[src/design/hsv_color_twist_pixel_macros.svh]
// assertion macros used by the top design file, hsv_color_twist_pixel
`ifndef HSV_COLOR_TWIST_PIXEL_MACROS_SVH
`define HSV_COLOR_TWIST_PIXEL_MACROS_SVH
`ifndef ASSERT_OFF
// property checked on every clock edge outside reset
`define HCT_ASSERT(lbl, clk, rst_n, prop, msg) \
    lbl: assert property (@(posedge clk) disable iff (!rst_n) prop) else $error(msg);
// implication checked on every clock edge outside reset
`define HCT_ASSERT_IMP(lbl, clk, rst_n, ante, cons, msg) \
    lbl: assert property (@(posedge clk) disable iff (!rst_n) (ante) |-> (cons)) \
        else $error(msg);
`else
`define HCT_ASSERT(lbl, clk, rst_n, prop, msg)
`define HCT_ASSERT_IMP(lbl, clk, rst_n, ante, cons, msg)
`endif
`endif

[src/design/hct_pkg.sv]
package hct_pkg;

    localparam int COL_LIMIT_DEF = 4096;
    localparam int HUE_FULL      = 23040;
    localparam int HUE_SECTOR    = 3840;
    localparam int SAT_ONE       = 65536;
    localparam int DIV_BITS      = 24;
    localparam int DIV_DEN_BITS  = 8;
    localparam int CFG_IDX_BITS  = 3;
    localparam int CFG_DATA_BITS = 24;

    typedef enum logic [CFG_IDX_BITS-1:0] {
        REG_ROI_COLUMNS       = 3'd0,
        REG_ROI_ROWS          = 3'd1,
        REG_CONTRAST_GAIN     = 3'd2,
        REG_BRIGHTNESS_OFFSET = 3'd3,
        REG_HUE_SHIFT         = 3'd4,
        REG_SATURATION_GAIN   = 3'd5,
        REG_SIGNED_SAMPLES    = 3'd6
    } t_reg_idx;

    typedef enum logic [1:0] {
        MAX_RED   = 2'd0,
        MAX_GREEN = 2'd1,
        MAX_BLUE  = 2'd2
    } t_maxsel;

    typedef struct packed {
        logic [11:0] column;
        logic [11:0] row;
        logic [7:0]  red_in;
        logic [7:0]  green_in;
        logic [7:0]  blue_in;
    } t_pixel_in;

    typedef struct packed {
        logic [7:0] red_out;
        logic [7:0] green_out;
        logic [7:0] blue_out;
    } t_pixel_out;

endpackage

[src/design/hct_scale.sv]
module hct_scale (
    input  logic        i_clk,
    input  logic [7:0]  i_value,
    input  logic [16:0] i_sat,
    input  logic [11:0] i_frac,
    output logic [7:0]  o_value
);
    import hct_pkg::*;

    // full scale of sat * frac, 2^16 * 3840 = 2^24 * 15
    localparam logic [27:0] DEN = 28'(SAT_ONE * HUE_SECTOR);
    // floor(y / 15) for y below 2^16
    localparam logic [15:0] RECIP15 = 16'd34953;

    logic [27:0] r_x;
    logic [7:0]  r_m;
    logic [11:0] r_y;
    logic [7:0]  r_q;
    logic [28:0] x_full;
    logic [35:0] prod;
    logic [27:0] q_full;

    // stage a: saturation times fraction
    assign x_full = 29'(i_sat) * 29'(i_frac);
    always_ff @(posedge i_clk) begin
        r_x <= x_full[27:0];
        r_m <= i_value;
    end

    // stage b: value times complement, drop the 2^24 part of the divisor
    assign prod = 36'(r_m) * 36'(DEN - r_x);
    always_ff @(posedge i_clk) begin
        r_y <= prod[35:24];
    end

    // stage c: divide by 15 through the reciprocal
    assign q_full = 28'(r_y) * 28'(RECIP15);
    always_ff @(posedge i_clk) begin
        r_q <= q_full[26:19];
    end

    assign o_value = r_q;

endmodule

[config.mk]
export PLATFORM = sky130hd
export DESIGN_NAME = hct_scale
export DESIGN_NICKNAME = d
export VERILOG_FILES = /design/src/design/hsv_color_twist_pixel_macros.svh /design/src/design/hct_pkg.sv /design/src/design/hct_scale.sv
export SDC_FILE = /design/constraint.sdc
export NUM_CORES = 1
export LEC_CHECK = 0
export ABC_AREA = 0
export ABC_CLOCK_PERIOD_IN_PS = 14400
export CAP_MARGIN = 20
export CORE_MARGIN = 3
export CORE_UTILIZATION = 56
export CTS_BUF_LIST = sky130_fd_sc_hd__clkbuf_8
export DETAILED_ROUTE_END_ITERATION = 10
export DONT_BUFFER_PORTS = 1
export PLACE_DENSITY = 0.7
export SKIP_LAST_GASP = 1
export SLEW_MARGIN = 20
export SYNTH_ARGS = -nofsm -noshare
export SYNTH_HDL_FRONTEND = slang
export SYNTH_SLANG_ARGS = --single-unit
[constraint.sdc]
create_clock -name i_clk -period 14.4 [get_ports i_clk]
set_input_delay 4.32 -clock i_clk [delete_from_list [all_inputs] [get_ports i_clk]]
set_output_delay 4.32 -clock i_clk [all_outputs]
set_load 0.01 [all_outputs]
==> flow_summary.toml, run 1 <==
[yosys]
yosysMostFrequentCell = "inv_1"
syn_avg_cell_area_um2 = 8.85
synth_top_cells_by_count = "inv_1, fa_1, nand2_1"
synth_ff_type = "dfxtp_1"
syn_area_um2 = 16300
synth-seq-cells = 56
synth-edff-count = 0
syn_inst = 1839
yosysWarningCount = 0
syn_nets = 2395
synthTopCellsByArea = "fa_1, ha_1, inv_1, nand2_1, dfxtp_1"
yosysTopAreaCellShare_pct = 41.5
synth.distinct_cells = 63
synth-async-reset-ratio_pct = 0
yosys.area.top_type = "fa_1"
yosysSeqAreaShare_pct = 6.89

[clocking]
cts_root_buf = "clkbuf_8"
numCtsBuffers = 5
postCtsSetupRepairBufs = 0
cts.clk_slew.worst_paths_ns = 0.12
cts_tree = "done"
cts_hold_buf = 0
cts_sinks = 56
clkLatencyLatePin_ns = 0.34
cts_resized = 0
clock_path_buffers = 2
htree_levels = 2

[floorplanning]
die_x_um = 176
num_rows = 61
start_util_pct = 57.6
io_pins = 46
dieArea_um2 = 31100
die-height_um = 176
coreArea_um2 = 28200

[status]
status = "completed"

[global_route]
track_usage_pct = 22.0
grt_overflow = 0
grt_pass1_vias = 12200
antenna_found_initial = 0
grt_max_degree = 31
grt_first_pass_wirelength_mm = 56.6

[timing]
tightest_slew_ns = 1.15
whs_ns = 0.651
fmax_mhz = 110
min_period_ns = 9.08
drv_slew = 0
relSlewSlack_pct = 23.5
setup_violations = 0
skew_ns = 0.0169
period_share_pct = 63.1
finalSetupTns_ns = 0
rsz0062_at_grt = "false"
finalHoldViolCount = 0

[worst_setup_path]
crit_slowest_cell = "fa_1"
crit_arrival_ns = 9.37
crit_fanout = 12
slowest_delay_ns = 0.57
reg2regPathDepth = 24
crit_family = "adder cells"
path_buf_inv = 2
rrSetupSlack_ns = 7.31
crit_chain = "and2_1 > fa_1 > fa_1 > fa_1 > fa_1 > inv_1 > fa_1 > inv_1 > ha_1 > a21o_1 > a211o_1 > o41ai_2 > o311ai_1 > a31o_1 > a21oi_1 > xnor2_1"
end_kind = "flip-flop"
timing.rr.end = "r_y[11]"
worstPathRequired_ns = 14.69
timing.rr.start = "r_x[2]"
start_kind = "input port"
crit_type = "input port to flip-flop"
crit_top_cell = "fa_1"

[worst_hold_path]
hold_path_depth = 2
hold_class = "flip-flop to flip-flop"
hold_start = "r_y[11]"
worst_hold_path.endpoint = "o_value[7]"

[job]
maxCapViolCount = 0

[detailed_routing]
vias = 11100
viasPerCell = 5.12
drt_first_iter_violations = 436
first_pass_iters = 4
drt-total-wl_mm = 31.6
drc = 0
drtAntennaViolNets = 0
wl_per_cell_um = 14.6

[placement]
port_buffers = 0
place_congestion = 0.907
placed_cell_area_um2 = 16500
dpl.hpwl_mm = 26.8
dp.cells = 2158

[finish]
drive_gt1_share_pct = 1.85
fin_cells = 2166
final_cell_area_um2 = 16600
diodes = 0
synthToLayoutAreaGrowth_pct = 2.16
layout.nets = 2343
## worst max-delay path by stage
stage,cells after the start,to,start,slack (ns)
after floorplan,21,r_x[27],i_frac[5],4.81
after global placement,16,r_x[26],i_sat[4],5.02
after detailed placement,16,r_x[26],i_sat[4],4.96
after CTS,16,r_x[26],i_sat[4],5.36
after global routing,18,r_x[26],i_sat[3],5.16
final,16,r_x[26],i_sat[4],5.32
## layer usage
metal	global-route usage, %	wire [um]	vias to the layer above	part of all wire [%]
met3	2.71	1620	26	5.1
met1	30.3	14500	5550	46
met2	38.0	15100	228	48
met5	0	0	-	0
met4	4.35	381	0	1.2
li1	-	-	5296	-
## per-stage QoR
step / utilization [%] / setup WS (ns)
final: 58.8 / 5.32
after global routing: 58.8 / 5.16
after CTS: 58.8 / 5.36
after detailed placement: 58.5 / 4.96
after global placement: 58.5 / 5.02
after floorplan: - / 4.81
## sequential cells by signal, indices dropped and copies added (netlist names)
name and flops:
r_x 28, r_y 12, o_value 8, r_m 8
## tightest hold or removal path: stages, from the launching register on
cell and delay, ns:
dfxtp_1 0.37, xor2_1 0.17, xnor2_1 0.08
## placed cells by master, fill, tap and decap left out, types with 3 or more instances in the layout
cell,count
inv_1,467
fa_1,337
nand2_1,299
ha_1,181
and2_1,159
dfxtp_1,56
xnor2_1,52
a21oi_1,33
nor2_1,27
xor2_1,24
o21ai_0,16
a21o_1,16
nand3_1,8
nand2b_1,6
o21ai_1,6
nor2b_1,6
a31oi_1,6
nor3_1,5
nor4_1,5
clkbuf_8,5
nand4_1,4
a211oi_1,4
and3_1,4
o21bai_1,4
or4_1,3
nor3_2,3
a211o_1,3
## cell type report
class,count,area (um2)
multi-input combinational,1255,13200
sequential,56,1120
tap,378,473
clock inverter,3,27.5
fill,2554,11600
inverter,467,1750
timing repair buffer,2,15.0
clock buffer,5,68.8
## kinds of logic after synthesis
kind of cell | share of synthesized area, %
AO/OA/AOI/OAI | 4.66
XOR/XNOR | 4.56
adder cells (fa/ha/maj) | 55.4
buffers and inverters | 12.2
flip-flops | 6.89
AND/OR/NAND/NOR | 16.3
Power of run 1 is not shown: default switching activity piles up to over one toggle a cycle in this logic, so the estimate is an artifact.
==> run 2, diff against run 1 <==
ABC_AREA = 1   (was 0)
ABC_CLOCK_PERIOD_IN_PS = 8400   (was 14400)
clock period = 8.4 ns   (was 14.4 ns; I/O delays follow)
==> run 2 against run 1 <==
Effect of this change: register-to-register slack lost 4.9 ns; clock-buffer cell count is the same; cell count grew 29%; synthesized cell count grew 33%; global-route usage grew 4.1 points; sequential cell count is the same; hold slack lost 0.0049 ns.
==> flow_summary.toml, run 2 <==
[status]
status = "completed"

[clocking]
cts_sinks = 56
clkLatencyLatePin_ns = 0.36
postCtsSetupRepairBufs = 0
cts_root_buf = "clkbuf_8"
cts_resized = 0
cts.clk_slew.worst_paths_ns = 0.12
clock_path_buffers = 2
cts_tree = "done"
htree_levels = 2
numCtsBuffers = 5
cts_hold_buf = 0

[finish]
synthToLayoutAreaGrowth_pct = 2.14
regMostFlops = "r_x"
largest_reg_flops = 28
final_cell_mix = "inv_1, nand2_1, fa_1"
layout.nets = 2943
diodes = 0
drive_gt1_share_pct = 1.84
layout_commonest_cell = "inv_1"
reg_top3 = "r_x: 28 flops, r_y: 12 flops"

[floorplanning]
io_pins = 46
die-height_um = 186
die_x_um = 186
start_util_pct = 57.0
num_rows = 65
coreArea_um2 = 31600
dieArea_um2 = 34400

[yosys]
syn_avg_cell_area_um2 = 7.40
yosys.area.top_type = "fa_1"
syn_inst = 2438
syn_nets = 2994
synth-async-reset-ratio_pct = 0
synth-edff-count = 0
syn_area_um2 = 18000
synth_top_cells_by_count = "inv_1, nand2_1, fa_1"
yosysSeqAreaShare_pct = 6.21
yosysWarningCount = 0
yosysTopAreaCellShare_pct = 37.4
synth_ff_type = "dfxtp_1"
synth.distinct_cells = 48
synthTopCellsByArea = "fa_1, inv_1, ha_1, nand2_1, dfxtp_1"
yosysMostFrequentCell = "inv_1"
synth-seq-cells = 56

[global_route]
grt_overflow = 0
grt_max_degree = 30
grt_first_pass_wirelength_mm = 73.2
track_usage_pct = 26.2
antenna_found_initial = 0
grt_pass1_vias = 15500

[timing]
fmax_mhz = 150
tightest_slew_ns = 0.815
skew_ns = 0.0282
finalSetupTns_ns = 0
finalHoldViolCount = 0
drv_slew = 0
min_period_ns = 6.65
period_share_pct = 79.2
relSlewSlack_pct = 45.3
rsz0062_at_grt = "false"
setup_violations = 0

[detailed_routing]
met1Wirelength_mm = 17.6
routed-wl-met3_mm = 2.01
wl_per_cell_um = 15.3
drc = 0
drtAntennaViolNets = 0
top_layer = "met4"
drt-total-wl_mm = 42.7
vias = 14700
drt_first_iter_violations = 855
wl_met2_mm = 21.7
first_pass_iters = 5
viasPerCell = 5.26

[placement]
place_congestion = 0.908
port_buffers = 0
dpl.hpwl_mm = 37.6

[worst_setup_path]
crit_arrival_ns = 6.90
end_kind = "flip-flop"
worstPathRequired_ns = 8.65
crit_type = "input port to flip-flop"
crit_fanout = 17
start_kind = "input port"

[job]
maxCapViolCount = 0

[worst_hold_path]
hold_class = "flip-flop to flip-flop"
## run 2: changes by cell type in the layout (fill, tap and decap cells not counted), sizes merged, moves of 22 or more
cell   previous run  this run
a21oi            34        65
and2            159         3
inv             468       666
nand2           300       590
nand3             8        84
nor2             28       191
o21ai            22        44
xnor2            53        14
## run 2: through the flow
step / instances / hold WS, ns / utilization, % / cell area, um2 / setup slack (ns)
global route: 2790 / 0.687 / 58.3 / 18400 / 1.40
finish: 2790 / 0.646 / 58.3 / 18400 / 1.75
CTS: 2790 / 0.643 / 58.3 / 18400 / 1.75
floorplan: 2438 / 0.583 / - / 18000 / 1.20
global placement: 2782 / 0.635 / 58.0 / 18300 / 1.42
detailed placement: 2782 / 0.626 / 58.0 / 18300 / 1.37
## run 2: cell families after synthesis
family | count (synthesis) | synth area share, %
AND/OR/NAND/NOR | 931 | 21.4
buffers and inverters | 732 | 15.3
adder cells (fa/ha/maj) | 518 | 49.9
AO/OA/AOI/OAI | 155 | 4.92
flip-flops | 56 | 6.21
XOR/XNOR | 46 | 2.23
## run 2: final timing paths
check | startpoint | cells past startpoint | slack, ns | end
worst min-delay path | r_y[11] | 2 | 0.65 | o_value[7]
worst max register to register | r_x[0] | 26 | 2.39 | r_y[0]
worst min register to register | r_y[11] | 2 | 0.65 | o_value[7]
worst max-delay path | i_frac[8] | 19 | 1.75 | r_x[20]
## run 2: area by class of cell
type	count	area (um2)
Inverter	669	2510
Multi-Input combinational cell	1650	14200
Sequential cell	56	1120
Timing Repair Buffer	5	37.5
Clock inverter	3	21.3
Fill cell	2971	13200
Tap cell	402	503
Clock buffer	5	68.8
## run 2: routing by layer
metal / vias to the layer above / global-route usage, %
met5: - / 0
met4: 0 / 8.46
met3: 89 / 2.89
met2: 391 / 47.7
met1: 7161 / 32.6
li1: 7042 / -
## run 2: worst max-delay path, stage by stage
cell and delay [ns]:
nand2_1 0.04, inv_1 0.05, fa_1 0.52, inv_1 0.05, fa_1 0.48, inv_1 0.05, fa_1 0.50, fa_1 0.54
inv_1 0.05, fa_1 0.53, inv_1 0.04, ha_1 0.36, a21oi_1 0.23, o21ai_0 0.15, a21oi_1 0.22, o21ai_0 0.21
nand3_1 0.13, nand2_1 0.06, xor2_1 0.15
Power of run 2 is left out for the same reason.
