===== src/design/hsv_color_twist_pixel_macros.svh =====
// assertion macros used by the top design file, hsv_color_twist_pixel
`ifndef HSV_COLOR_TWIST_PIXEL_MACROS_SVH
`define HSV_COLOR_TWIST_PIXEL_MACROS_SVH
`ifndef ASSERT_OFF
// property checked on every clock edge outside reset
`define HCT_ASSERT(lbl, clk, rst_n, prop, msg) \
    lbl: assert property (@(posedge clk) disable iff (!rst_n) prop) else $error(msg);
// implication checked on every clock edge outside reset
`define HCT_ASSERT_IMP(lbl, clk, rst_n, ante, cons, msg) \
    lbl: assert property (@(posedge clk) disable iff (!rst_n) (ante) |-> (cons)) \
        else $error(msg);
`else
`define HCT_ASSERT(lbl, clk, rst_n, prop, msg)
`define HCT_ASSERT_IMP(lbl, clk, rst_n, ante, cons, msg)
`endif
`endif


===== src/design/hct_div.sv =====
module hct_div #(
    parameter int NW = 24,
    parameter int DW = 8
) (
    input  logic          i_clk,
    input  logic [NW-1:0] i_num,
    input  logic [DW-1:0] i_den,
    output logic [NW-1:0] o_quo
);

    // one quotient bit per stage, restoring form
    logic [DW-1:0] r_rem [NW];
    logic [NW-1:0] r_num [NW];
    logic [NW-1:0] r_quo [NW];
    logic [DW-1:0] r_den [NW];

    for (genvar j = 0; j < NW; j++) begin : g_stage
        logic [DW-1:0] prev_rem;
        logic [NW-1:0] prev_num;
        logic [NW-1:0] prev_quo;
        logic [DW-1:0] prev_den;
        logic [DW:0]   trial;
        logic [DW:0]   sub;
        logic          ge;
        logic [DW-1:0] n_rem;
        logic [NW-1:0] n_quo;

        if (j == 0) begin : g_first
            assign prev_rem = '0;
            assign prev_num = i_num;
            assign prev_quo = '0;
            assign prev_den = i_den;
        end else begin : g_next
            assign prev_rem = r_rem[j-1];
            assign prev_num = r_num[j-1];
            assign prev_quo = r_quo[j-1];
            assign prev_den = r_den[j-1];
        end

        always_comb begin
            trial = {prev_rem, prev_num[NW-1-j]};
            sub   = trial - {1'b0, prev_den};
            ge    = trial >= {1'b0, prev_den};
            n_rem = ge ? sub[DW-1:0] : trial[DW-1:0];
            n_quo = prev_quo;
            n_quo[NW-1-j] = ge;
        end

        always_ff @(posedge i_clk) begin
            r_rem[j] <= n_rem;
            r_num[j] <= prev_num;
            r_quo[j] <= n_quo;
            r_den[j] <= prev_den;
        end
    end

    assign o_quo = r_quo[NW-1];

endmodule


===== config.mk =====
export PLATFORM = sky130hd
export DESIGN_NAME = hct_div
export DESIGN_NICKNAME = d
export VERILOG_FILES = /design/src/design/hsv_color_twist_pixel_macros.svh /design/src/design/hct_div.sv
export SDC_FILE = /design/constraint.sdc
export NUM_CORES = 1
export LEC_CHECK = 0
export BUFFER_PORTS_ARGS = -buffer_cell sky130_fd_sc_hd__clkbuf_2
export CORE_MARGIN = 5
export CORE_UTILIZATION = 40
export CTS_CLUSTER_SIZE = 30
export DETAILED_ROUTE_END_ITERATION = 8
export GPL_TIMING_DRIVEN = 0
export PLACE_DENSITY = 0.55
export REMOVE_ABC_BUFFERS = 1
export SLEW_MARGIN = 20
export SYNTH_ARGS = -nofsm -noshare
export SYNTH_HDL_FRONTEND = slang
export SYNTH_SLANG_ARGS = --single-unit

===== constraint.sdc =====
create_clock -name i_clk -period 3.85 [get_ports i_clk]
set_input_delay 0.5775 -clock i_clk [delete_from_list [all_inputs] [get_ports i_clk]]
set_output_delay 0.5775 -clock i_clk [all_outputs]
set_load 0.005 [all_outputs]

==> run summary, run 1 <==
Worst skew pair latency = 0.63 ns
Clock Root Buffer = sky130_fd_sc_hd__clkbuf_16
Count of yosys warnings during synthesis = 0
Starting density of the core = 0.402
Top flip-flop cell by instance count after synthesis = sky130_fd_sc_hd__dfxtp_1
Count of distinct cell types in the synthesized netlist = 64
End-of-flow core utilization = 0.466
Met3 usage = 0.0276
Worst path setup slack after routing = 1.27 ns
Synthesized-area fraction occupied by and/or/nand/nor cells = 0.0595
Post-synth EDFFs = 0
Synthesized cell area = 29800 µm²
Pwr/cell area = 875 nW/µm²
Nets = 2763
Overflow after GRT = 0
CP Depth = 8
CP top delay family = compound AO/OA/AOI/OAI gates
Ratio of cells with drive above 1 in the final layout = 0.137
DRT Pass-1 Iters = 5
Fraction of the yosys area taken by sequential cells = 0.634
Largest fanout on the critical path = 13
Complex-gate fraction of the synthesized area = 0.0888
Post-detailed-placement half-perimeter wirelength = 31700 µm
CTS tree = yes
First-pass GRT wire length = 77200 µm
Setup Crit Path Kind = flip-flop to flip-flop
CTS Buffer Depth = 3
Area of the die = 80100 µm²
Clock transition at the registers of the reported paths = 0.06 ns
Commonest cells after routing, fill and taps aside = sky130_fd_sc_hd__dfxtp_1, sky130_fd_sc_hd__inv_1, sky130_fd_sc_hd__ha_1
Transition at the pin with the smallest max-transition slack = 0.828 ns
Peak supply drop = 0.400 mV
Placed cell count = 3390
Maximum number of pins on one net before global-route repair = 16
Number of instances in the synthesized netlist = 2377
Post-route fraction of the period consumed by the critical path = 0.671
Run status = finished clean
Cell depth of the worst hold path = 1
Pre-CTS setup slack = 1.29 ns
Most frequent standard cell in the layout excluding fill and tap cells = sky130_fd_sc_hd__dfxtp_1
Unrepaired setup endpoints after global routing = no
Arrival @ worst endpoint = 3.08 ns
Startpoint kind of the worst setup timing path = flip-flop
Ordered list of cells on the worst path = inv_1, ha_1, a21oi_1, o21ai_0, a221oi_2, inv_1, nor2_1, a21oi_1
Type of the worst min-delay path = input port to flip-flop
Combinational family with the most area after synthesis = adder cells
Minimum period implied by the final worst setup slack = 2.58 ns
Synthesis-stage register bit count = 944
GPL Wtd Cong = 0.835
Depth of the worst register-to-register path = 8
Fraction of registers with async set or reset after synthesis = 0
Data required time of the critical path = 4.35 ns
Slowest stage cell on the critical path = sky130_fd_sc_hd__a221oi_2
MaxCap Viol Count = 0
Vertical die dimension = 283 µm
Buffer and inverter count on the worst path = 2
Top-Level Pins = 57
Final hold violation count = 0
Final setup violation count = 0
Vias = 16100
GR peak layer = met2
Total routing resource utilization after global routing = 0.112
Number of sinks driven by the clock tree = 944
Met1 Resource Use GR = 0.132
Via-per-instance ratio = 4.53
Total CTS buffers = 95
Adder-cell share of the synthesized area = 0.0928
# diodes = 0
Width of the die = 283 µm
Final Hold Slack = 0.0490 ns
Total core area = 74200 µm²
Clock Skew = 0.0180 ns
Rows = 100
Slew headroom = 0.448
Synthesis-to-finish area growth = 15.9%
Met2 usage = 0.197
Initial antenna violation count = 0
Multiplexer area fraction after synthesis = 0.0672
Post-synthesis xor/xnor area fraction = 0.0229
Per-cell routed wire length = 12.5 µm
Leak Pwr = 15.6 nW
Via count of the first global-routing pass = 16700
Remaining antenna violation count = 0
Final TNS setup = 0 ns
H-tree depth = 3
Max Clock Freq = 0.387 GHz
Max stage delay on crit path = 0.75 ns
IO buf count = 56
Number of DRC violations after detailed-routing iteration 0 = 611
Final Routed Wirelength = 44500 µm
Number of pins with negative max-slew slack in the final report = 0
Capturing element type of the critical path = flip-flop
Non-filler instance count after layout = 3566
Syn Area/Cell = 12.5 µm²
Residual DRC count = 0
[stage by stage]
step                total power [mW]  cell area (µm²)
floorplan                       19.4            29700
global placement                20.9            31200
detailed placement              21.1            31200
CTS                             30.8            34600
global route                    32.3            34600
finish                          30.2            34600
[area by class of cell]
class	count	area (µm²)
Inverter	254	953
Sequential cell	944	18900
Clock buffer	125	2690
Clock inverter	47	611
Multi-Input combinational cell	1167	9880
Timing Repair Buffer	60	320
Tap cell	969	1210
Fill cell	6639	39600
[path summary, 6_finish.rpt]
kind / startpoint / endpoint / slack [ns]
max: r_den[1][22] / r_rem[1][31] / 1.27
min: i_num[16] / r_num[0][16] / 0.05
max reg2reg: r_den[1][22] / r_rem[1][31] / 1.27
min reg2reg: r_num[0][171] / r_num[1][3] / 0.31
[per-layer routing]
metal  vias to the layer above  routed length (µm)
met5                         -                   0
met4                         0                1240
met3                       111                1820
met2                       201               21900
met1                      7536               19500
li1                       8295                   -
[cell usage after synthesis, drive strengths merged (41+ instances only)]
| cell | n | area [µm²] |
|---|---|---|
| nand2 | 52 | 195 |
| nor2 | 87 | 327 |
| mux2i | 63 | 631 |
| dfxtp | 944 | 18900 |
| xnor2 | 58 | 508 |
| nor2b | 44 | 275 |
| a21oi | 96 | 541 |
| mux2 | 108 | 1370 |
| o21ai | 87 | 435 |
| a21o | 41 | 308 |
| ha | 186 | 2330 |
| inv | 254 | 953 |
[state kept, by name, indices dropped and copies added (netlist names)]
name	flops
r_num	276
r_den	184
r_quo	300
r_rem	184
[where the power goes]
group	internal [mW]	leakage (nW)	switching, mW
clock	5.69	1.62	3.70
sequential	12.0	7.92	0.771
combinational	4.15	6.04	3.92
[what timing repair did]
item | in CTS | in global routing
hold buffers | 4 | 0
endpoints found under the setup margin | 0 | 0
resized for setup | 0 | 0
setup buffers | 0 | 0
hold endpoints to repair | 4 | 0
[cell families (layout without fill, tap and decap cells)]
logic type / count (synthesis) / after routing
AND/OR/NAND/NOR: 334 / 334
buffers and inverters: 266 / 486
flip-flops: 944 / 944
multiplexers: 171 / 171
AO/OA/AOI/OAI: 376 / 376
XOR/XNOR: 78 / 78
adder cells (fa/ha/maj): 208 / 208
Power figures use the tool's default switching activity.
==> inputs of run 2 (changes only) <==
--- a/config.mk
+++ b/config.mk
@@ -11,7 +11,7 @@
 export CTS_CLUSTER_SIZE = 30
 export DETAILED_ROUTE_END_ITERATION = 8
 export GPL_TIMING_DRIVEN = 0
-export PLACE_DENSITY = 0.55
+export PLACE_DENSITY = 0.57
 export REMOVE_ABC_BUFFERS = 1
 export SLEW_MARGIN = 20
 export SYNTH_ARGS = -nofsm -noshare
==> constraint.sdc (replaced) <==
create_clock -name i_clk -period 2.2 [get_ports i_clk]
set_input_delay 0.33 -clock i_clk [delete_from_list [all_inputs] [get_ports i_clk]]
set_output_delay 0.33 -clock i_clk [all_outputs]
set_load 0.005 [all_outputs]
==> run summary, run 2 (synthesis gave the netlist of run 1 again) <==
Arrival @ worst endpoint = 2.65 ns
First-pass GRT wire length = 78200 µm
Sequential group share of total power = 0.416
Starting density of the core = 0.402
Setup Crit Path Kind = flip-flop to flip-flop
Peak supply drop = 0.719 mV
CTS Buffer Depth = 3
# diodes = 0
Run status = finished clean
Max Clock Freq = 0.469 GHz
Slew headroom = 0.662
Highest metal used = met4
Remaining antenna violation count = 0
Number of flip-flops in the largest register = 300
Type of the worst min-delay path = flip-flop to flip-flop
Pwr/cell area = 1520 nW/µm²
Final setup violation count = 0
Switching power = 15.0 mW
Number of DRC violations after detailed-routing iteration 0 = 592
Number of pins with negative max-slew slack in the final report = 0
Ratio of cells with drive above 1 in the final layout = 0.163
Total core area = 74200 µm²
Most frequent standard cell in the layout excluding fill and tap cells = sky130_fd_sc_hd__dfxtp_1
Initial antenna violation count = 0
Overflow after GRT = 0
Via count of the first global-routing pass = 16800
Vias = 16600
Relative contribution of the clock network to total power = 0.301
Final Routed Wirelength = 45800 µm
Largest fanout on the critical path = 5
Data required time of the critical path = 2.72 ns
Register bank with the most flops = r_quo
Width of the die = 283 µm
Met2 Routed Length = 22700 µm
Total power = 53.8 mW
Int Pwr = 38.8 mW
Synthesis-to-finish area growth = 18.6%
Residual DRC count = 0
Clock Root Buffer = sky130_fd_sc_hd__clkbuf_16
GPL Wtd Cong = 0.837
Number of sinks driven by the clock tree = 944
Area of the die = 80100 µm²
Total CTS buffers = 97
Top-Level Pins = 57
DRT Pass-1 Iters = 5
Clock transition at the registers of the reported paths = 0.06 ns
Rows = 100
Detailed-route wire length on metal 1 = 19600 µm
Switching power as a share of total power = 0.280
Combinational power share = 0.283
Nets = 2843
MaxCap Viol Count = 0
Clock Skew = 0.0155 ns
Vertical die dimension = 283 µm
Final TNS setup = 0 ns
H-tree depth = 3
Transition at the pin with the smallest max-transition slack = 0.502 ns
IO buf count = 56
Final hold violation count = 0
Capturing element type of the critical path = flip-flop
CTS tree = yes
Leak Pwr = 15.9 nW
Worst skew pair latency = 0.63 ns
Minimum period implied by the final worst setup slack = 2.13 ns
Post-route fraction of the period consumed by the critical path = 0.969
Post-detailed-placement half-perimeter wirelength = 31800 µm
Registers with the most flip-flops = r_quo: 300 flops, r_num: 276 flops
FILL cells = 6589
Routed wl met3 = 1790 µm
Total routing resource utilization after global routing = 0.113
Commonest cells after routing, fill and taps aside = sky130_fd_sc_hd__dfxtp_1, sky130_fd_sc_hd__inv_1, sky130_fd_sc_hd__ha_1
Startpoint kind of the worst setup timing path = flip-flop
Maximum number of pins on one net before global-route repair = 16
Per-cell routed wire length = 12.6 µm
Via-per-instance ratio = 4.55
## run 2: cell types whose count changed in the layout (fill, tap and decap cells not counted), sizes merged
cell         previous run  this run
clkbuf                181       187
bufinv                 11         9
dlygate4sd3             4        32
buf                     0        50
## run 2: repair_timing
action,4_1_cts,5_1_grt
pin swaps,9,31
setup endpoints to repair,89,118
resized for setup,15,38
hold buffers,32,0
hold endpoints to repair,32,0
buffers inserted,8,42
## run 2: final cells by class
cell class                      instances  area (µm²)  area share
Sequential cell                       944       18900       0.534
Multi-Input combinational cell       1167       10100       0.285
Clock buffer                          131        2710      0.0765
Tap cell                              969        1210      0.0343
Timing Repair Buffer                  138         971      0.0275
Inverter                              254         953      0.0270
Clock inverter                         45         542      0.0153
## run 2: worst paths after layout
path	start	endpoint	slack (ns)	depth (start not counted)
setup / recovery	r_den[0][34]	r_rem[0][45]	0.07	8
hold / removal	r_num[0][53]	r_num[0][77]	0.31	0
setup reg to reg	r_den[0][34]	r_rem[0][45]	0.07	8
hold reg to reg	r_num[0][53]	r_num[0][77]	0.31	0
## run 2: metrics by stage
step                instances  worst slack [ns]  cell area (µm²)  hold WS (ns)  utilization
floorplan                2365             0.184            29700         0.310            -
global placement         3390            -0.311            31200         0.309        0.421
detailed placement       3390            -0.344            31200         0.312        0.421
CTS                      3606           0.00711            34900         0.271        0.470
global route             3648           -0.0524            35400         0.302        0.477
finish                   3648            0.0680            35400         0.314        0.477
## run 2: metal layers
| metal | vias to the layer above | track usage |
|---|---|---|
| met5 | - | 0 |
| li1 | 8485 | - |
| met1 | 7765 | 0.133 |
| met3 | 123 | 0.0276 |
| met4 | 0 | 0.0465 |
| met2 | 214 | 0.200 |
## run 2: critical path, cell delays in order, from the launching register on
cell and delay, ns:
sky130_fd_sc_hd__dfxtp_1 0.35, sky130_fd_sc_hd__inv_1 0.05, sky130_fd_sc_hd__ha_1 0.23, sky130_fd_sc_hd__nor2_1 0.18, sky130_fd_sc_hd__a21boi_2 0.22, sky130_fd_sc_hd__o21ai_1 0.10
sky130_fd_sc_hd__a311o_2 0.42, sky130_fd_sc_hd__buf_2 0.17, sky130_fd_sc_hd__mux2_4 0.30
## run 2: power groups by stage
stage	registers [mW]	clock network, mW	logic (mW)
detailed placement	22.8	0	14.2
global route	22.8	17.7	17.0
CTS	22.5	16.9	14.5
global placement	22.8	0	13.8
floorplan	22.3	0	11.6
finish	22.4	16.2	15.2
==> inputs of run 3 (changes only) <==
--- a/config.mk
+++ b/config.mk
@@ -5,6 +5,7 @@
 export SDC_FILE = /design/constraint.sdc
 export NUM_CORES = 1
 export LEC_CHECK = 0
+export ABC_AREA = 1
 export BUFFER_PORTS_ARGS = -buffer_cell sky130_fd_sc_hd__clkbuf_2
 export CORE_MARGIN = 5
 export CORE_UTILIZATION = 40
==> run summary, run 3 <==
Count of distinct cell types in the synthesized netlist = 31
Final TNS setup = 0 ns
Dpl cell area = 33300 µm²
Buffer and inverter count on the worst path = 1
Top flip-flop cell by instance count after synthesis = sky130_fd_sc_hd__dfxtp_1
Overflow after GRT = 0
Starting density of the core = 0.404
Run status = finished clean
Pwr/cell area = 1500 nW/µm²
FILL cells = 7478
Clock Skew = 0.0229 ns
Leak Pwr = 18.7 nW
Leading post-synthesis cells by cell area = sky130_fd_sc_hd__dfxtp_1, sky130_fd_sc_hd__nand2_1, sky130_fd_sc_hd__ha_1, sky130_fd_sc_hd__inv_1, sky130_fd_sc_hd__nand3_1
Top-Level Pins = 57
CP most frequent cell = sky130_fd_sc_hd__nand2_1
Leading cell type by number of instances after synthesis = sky130_fd_sc_hd__dfxtp_1
Synthesis-to-finish area growth = 15.9%
MaxCap Viol Count = 0
Final design area excluding fillers = 37000 µm²
Ordered list of cells on the worst path = inv_1, ha_1, nand2_1, nand2_1, nand2_1, nand2_1, nor2_2, nand2_4, nand2_1, nand2_1
Max stage delay on crit path = 0.40 ns
DRT Pass-1 Iters = 5
Total routing resource utilization after global routing = 0.128
Worst skew pair latency = 0.62 ns
Number of instances in the synthesized netlist = 3412
Post-synthesis xor/xnor area fraction = 0.0181
Final hold violation count = 0
Total core area = 79000 µm²
Arrival @ worst endpoint = 2.39 ns
Type of the worst min-delay path = flip-flop to flip-flop
Per-cell routed wire length = 11.5 µm
Register bank with the most flops = r_quo
Remaining antenna violation count = 0
Number of sinks driven by the clock tree = 944
Registers with the most flip-flops = r_quo: 300 flops, r_num: 276 flops
Post-route fraction of the period consumed by the critical path = 0.858
Syn Area/Cell = 9.35 µm²
Width of the die = 292 µm
# diodes = 0
Post-detailed-placement half-perimeter wirelength = 39600 µm
Transition at the pin with the smallest max-transition slack = 0.510 ns
Leading area contributor after synthesis = sky130_fd_sc_hd__dfxtp_1
Combinational family with the most area after synthesis = simple AND/OR/NAND/NOR gates
CP top delay family = simple AND/OR/NAND/NOR gates
Initial antenna violation count = 0
Max Clock Freq = 0.530 GHz
Startpoint kind of the worst setup timing path = flip-flop
Synthesis-stage register bit count = 944
Area of the die = 85500 µm²
Data required time of the critical path = 2.70 ns
Fraction of the yosys area taken by sequential cells = 0.592
Minimum period implied by the final worst setup slack = 1.89 ns
Share of the synthesized area in the top cell type = 0.592
Slowest stage cell on the critical path = sky130_fd_sc_hd__nor2_2
Multiplexer area fraction after synthesis = 0
Clock Root Buffer = sky130_fd_sc_hd__clkbuf_16
Synthesized cell area = 31900 µm²
Number of DRC violations after detailed-routing iteration 0 = 1009
Commonest cells after routing, fill and taps aside = sky130_fd_sc_hd__dfxtp_1, sky130_fd_sc_hd__nand2_1, sky130_fd_sc_hd__inv_1
Synthesized-area fraction occupied by and/or/nand/nor cells = 0.217
List of most frequent post-synthesis cells = sky130_fd_sc_hd__dfxtp_1, sky130_fd_sc_hd__nand2_1, sky130_fd_sc_hd__inv_1
Peak supply drop = 0.733 mV
Multi-input gate area = 10900 µm²
Vertical die dimension = 292 µm
Rows = 103
Number of flip-flops in the largest register = 300
Ratio of cells with drive above 1 in the final layout = 0.0894
Post-synth EDFFs = 0
Area taken by flip-flops and latches = 18900 µm²
GPL Wtd Cong = 0.854
Post-CTS setup buffer count = 0
CTS tree = yes
Complex-gate fraction of the synthesized area = 0.0178
Fraction of registers with async set or reset after synthesis = 0
Final Routed Wirelength = 54000 µm
Setup Crit Path Kind = flip-flop to flip-flop
H-tree depth = 3
Maximum number of pins on one net before global-route repair = 15
Residual DRC count = 0
Via-per-instance ratio = 4.33
Adder-cell share of the synthesized area = 0.0867
Slew headroom = 0.660
Final setup violation count = 0
Number of pins with negative max-slew slack in the final report = 0
Via count of the first global-routing pass = 20000
Count of yosys warnings during synthesis = 0
Vias = 20300
Capturing element type of the critical path = flip-flop
Clock transition at the registers of the reported paths = 0.06 ns
Unrepaired setup endpoints after global routing = no
Nets = 3812
IO buf count = 56
Total CTS buffers = 94
Largest fanout on the critical path = 9
Most frequent standard cell in the layout excluding fill and tap cells = sky130_fd_sc_hd__dfxtp_1
CTS Buffer Depth = 3
First-pass GRT wire length = 93700 µm
run 3: per-stage QoR:
step	cells	hold slack, ns	worst slack [ns]	power [mW]	utilization
after global placement	4493	0.310	0.309	39.1	0.422
after CTS	4697	0.283	0.311	56.4	0.468
after floorplan	3387	0.310	0.671	35.5	-
final	4697	0.302	0.312	55.6	0.468
after detailed placement	4493	0.312	0.318	39.3	0.422
after global routing	4697	0.302	0.142	60.1	0.468
run 3: cells by family (layout without fill, tap and decap cells):
kind of cell,count (synthesis),after routing
simple gates,1548,1548
flops,944,944
buf+inv,546,781
fa+ha+maj,208,208
compound gates,100,100
xor+xnor,66,66
run 3: final timing paths:
check | start | slack [ns] | depth (start not counted) | endpoint
max | r_den[1][22] | 0.31 | 10 | r_rem[1][29]
min | r_num[1][35] | 0.30 | 0 | r_num[1][59]
min reg2reg | r_num[1][35] | 0.30 | 0 | r_num[1][59]
max reg2reg | r_den[1][22] | 0.31 | 10 | r_rem[1][29]
run 3: repair_timing:
item | in CTS | in global routing
endpoints found under the hold margin | 35 | 0
resized for setup | 0 | 0
hold buffers | 32 | 0
run 3: report_power, final:
group / internal (mW) / switching (mW) / leakage [nW]
clock: 10.3 / 6.40 / 1.62
combinational: 6.08 / 9.91 / 9.19
sequential: 21.3 / 1.62 / 7.92
run 3: layer usage:
metal / track usage / vias up / wire length, µm
li1: - / 10900 / -
met1: 0.171 / 9010 / 25900
met2: 0.210 / 318 / 24300
met3: 0.0261 / 111 / 2390
met4: 0.0426 / 0 / 1360
met5: 0 / - / 0
run 3: final cells by class:
class	count	share of cell area
clock buffer	124	0.0719
clock inverter	48	0.0187
inverter	521	0.0529
multi-input combinational	1922	0.294
sequential	944	0.511
tap	1050	0.0355
timing repair buffer	88	0.0162
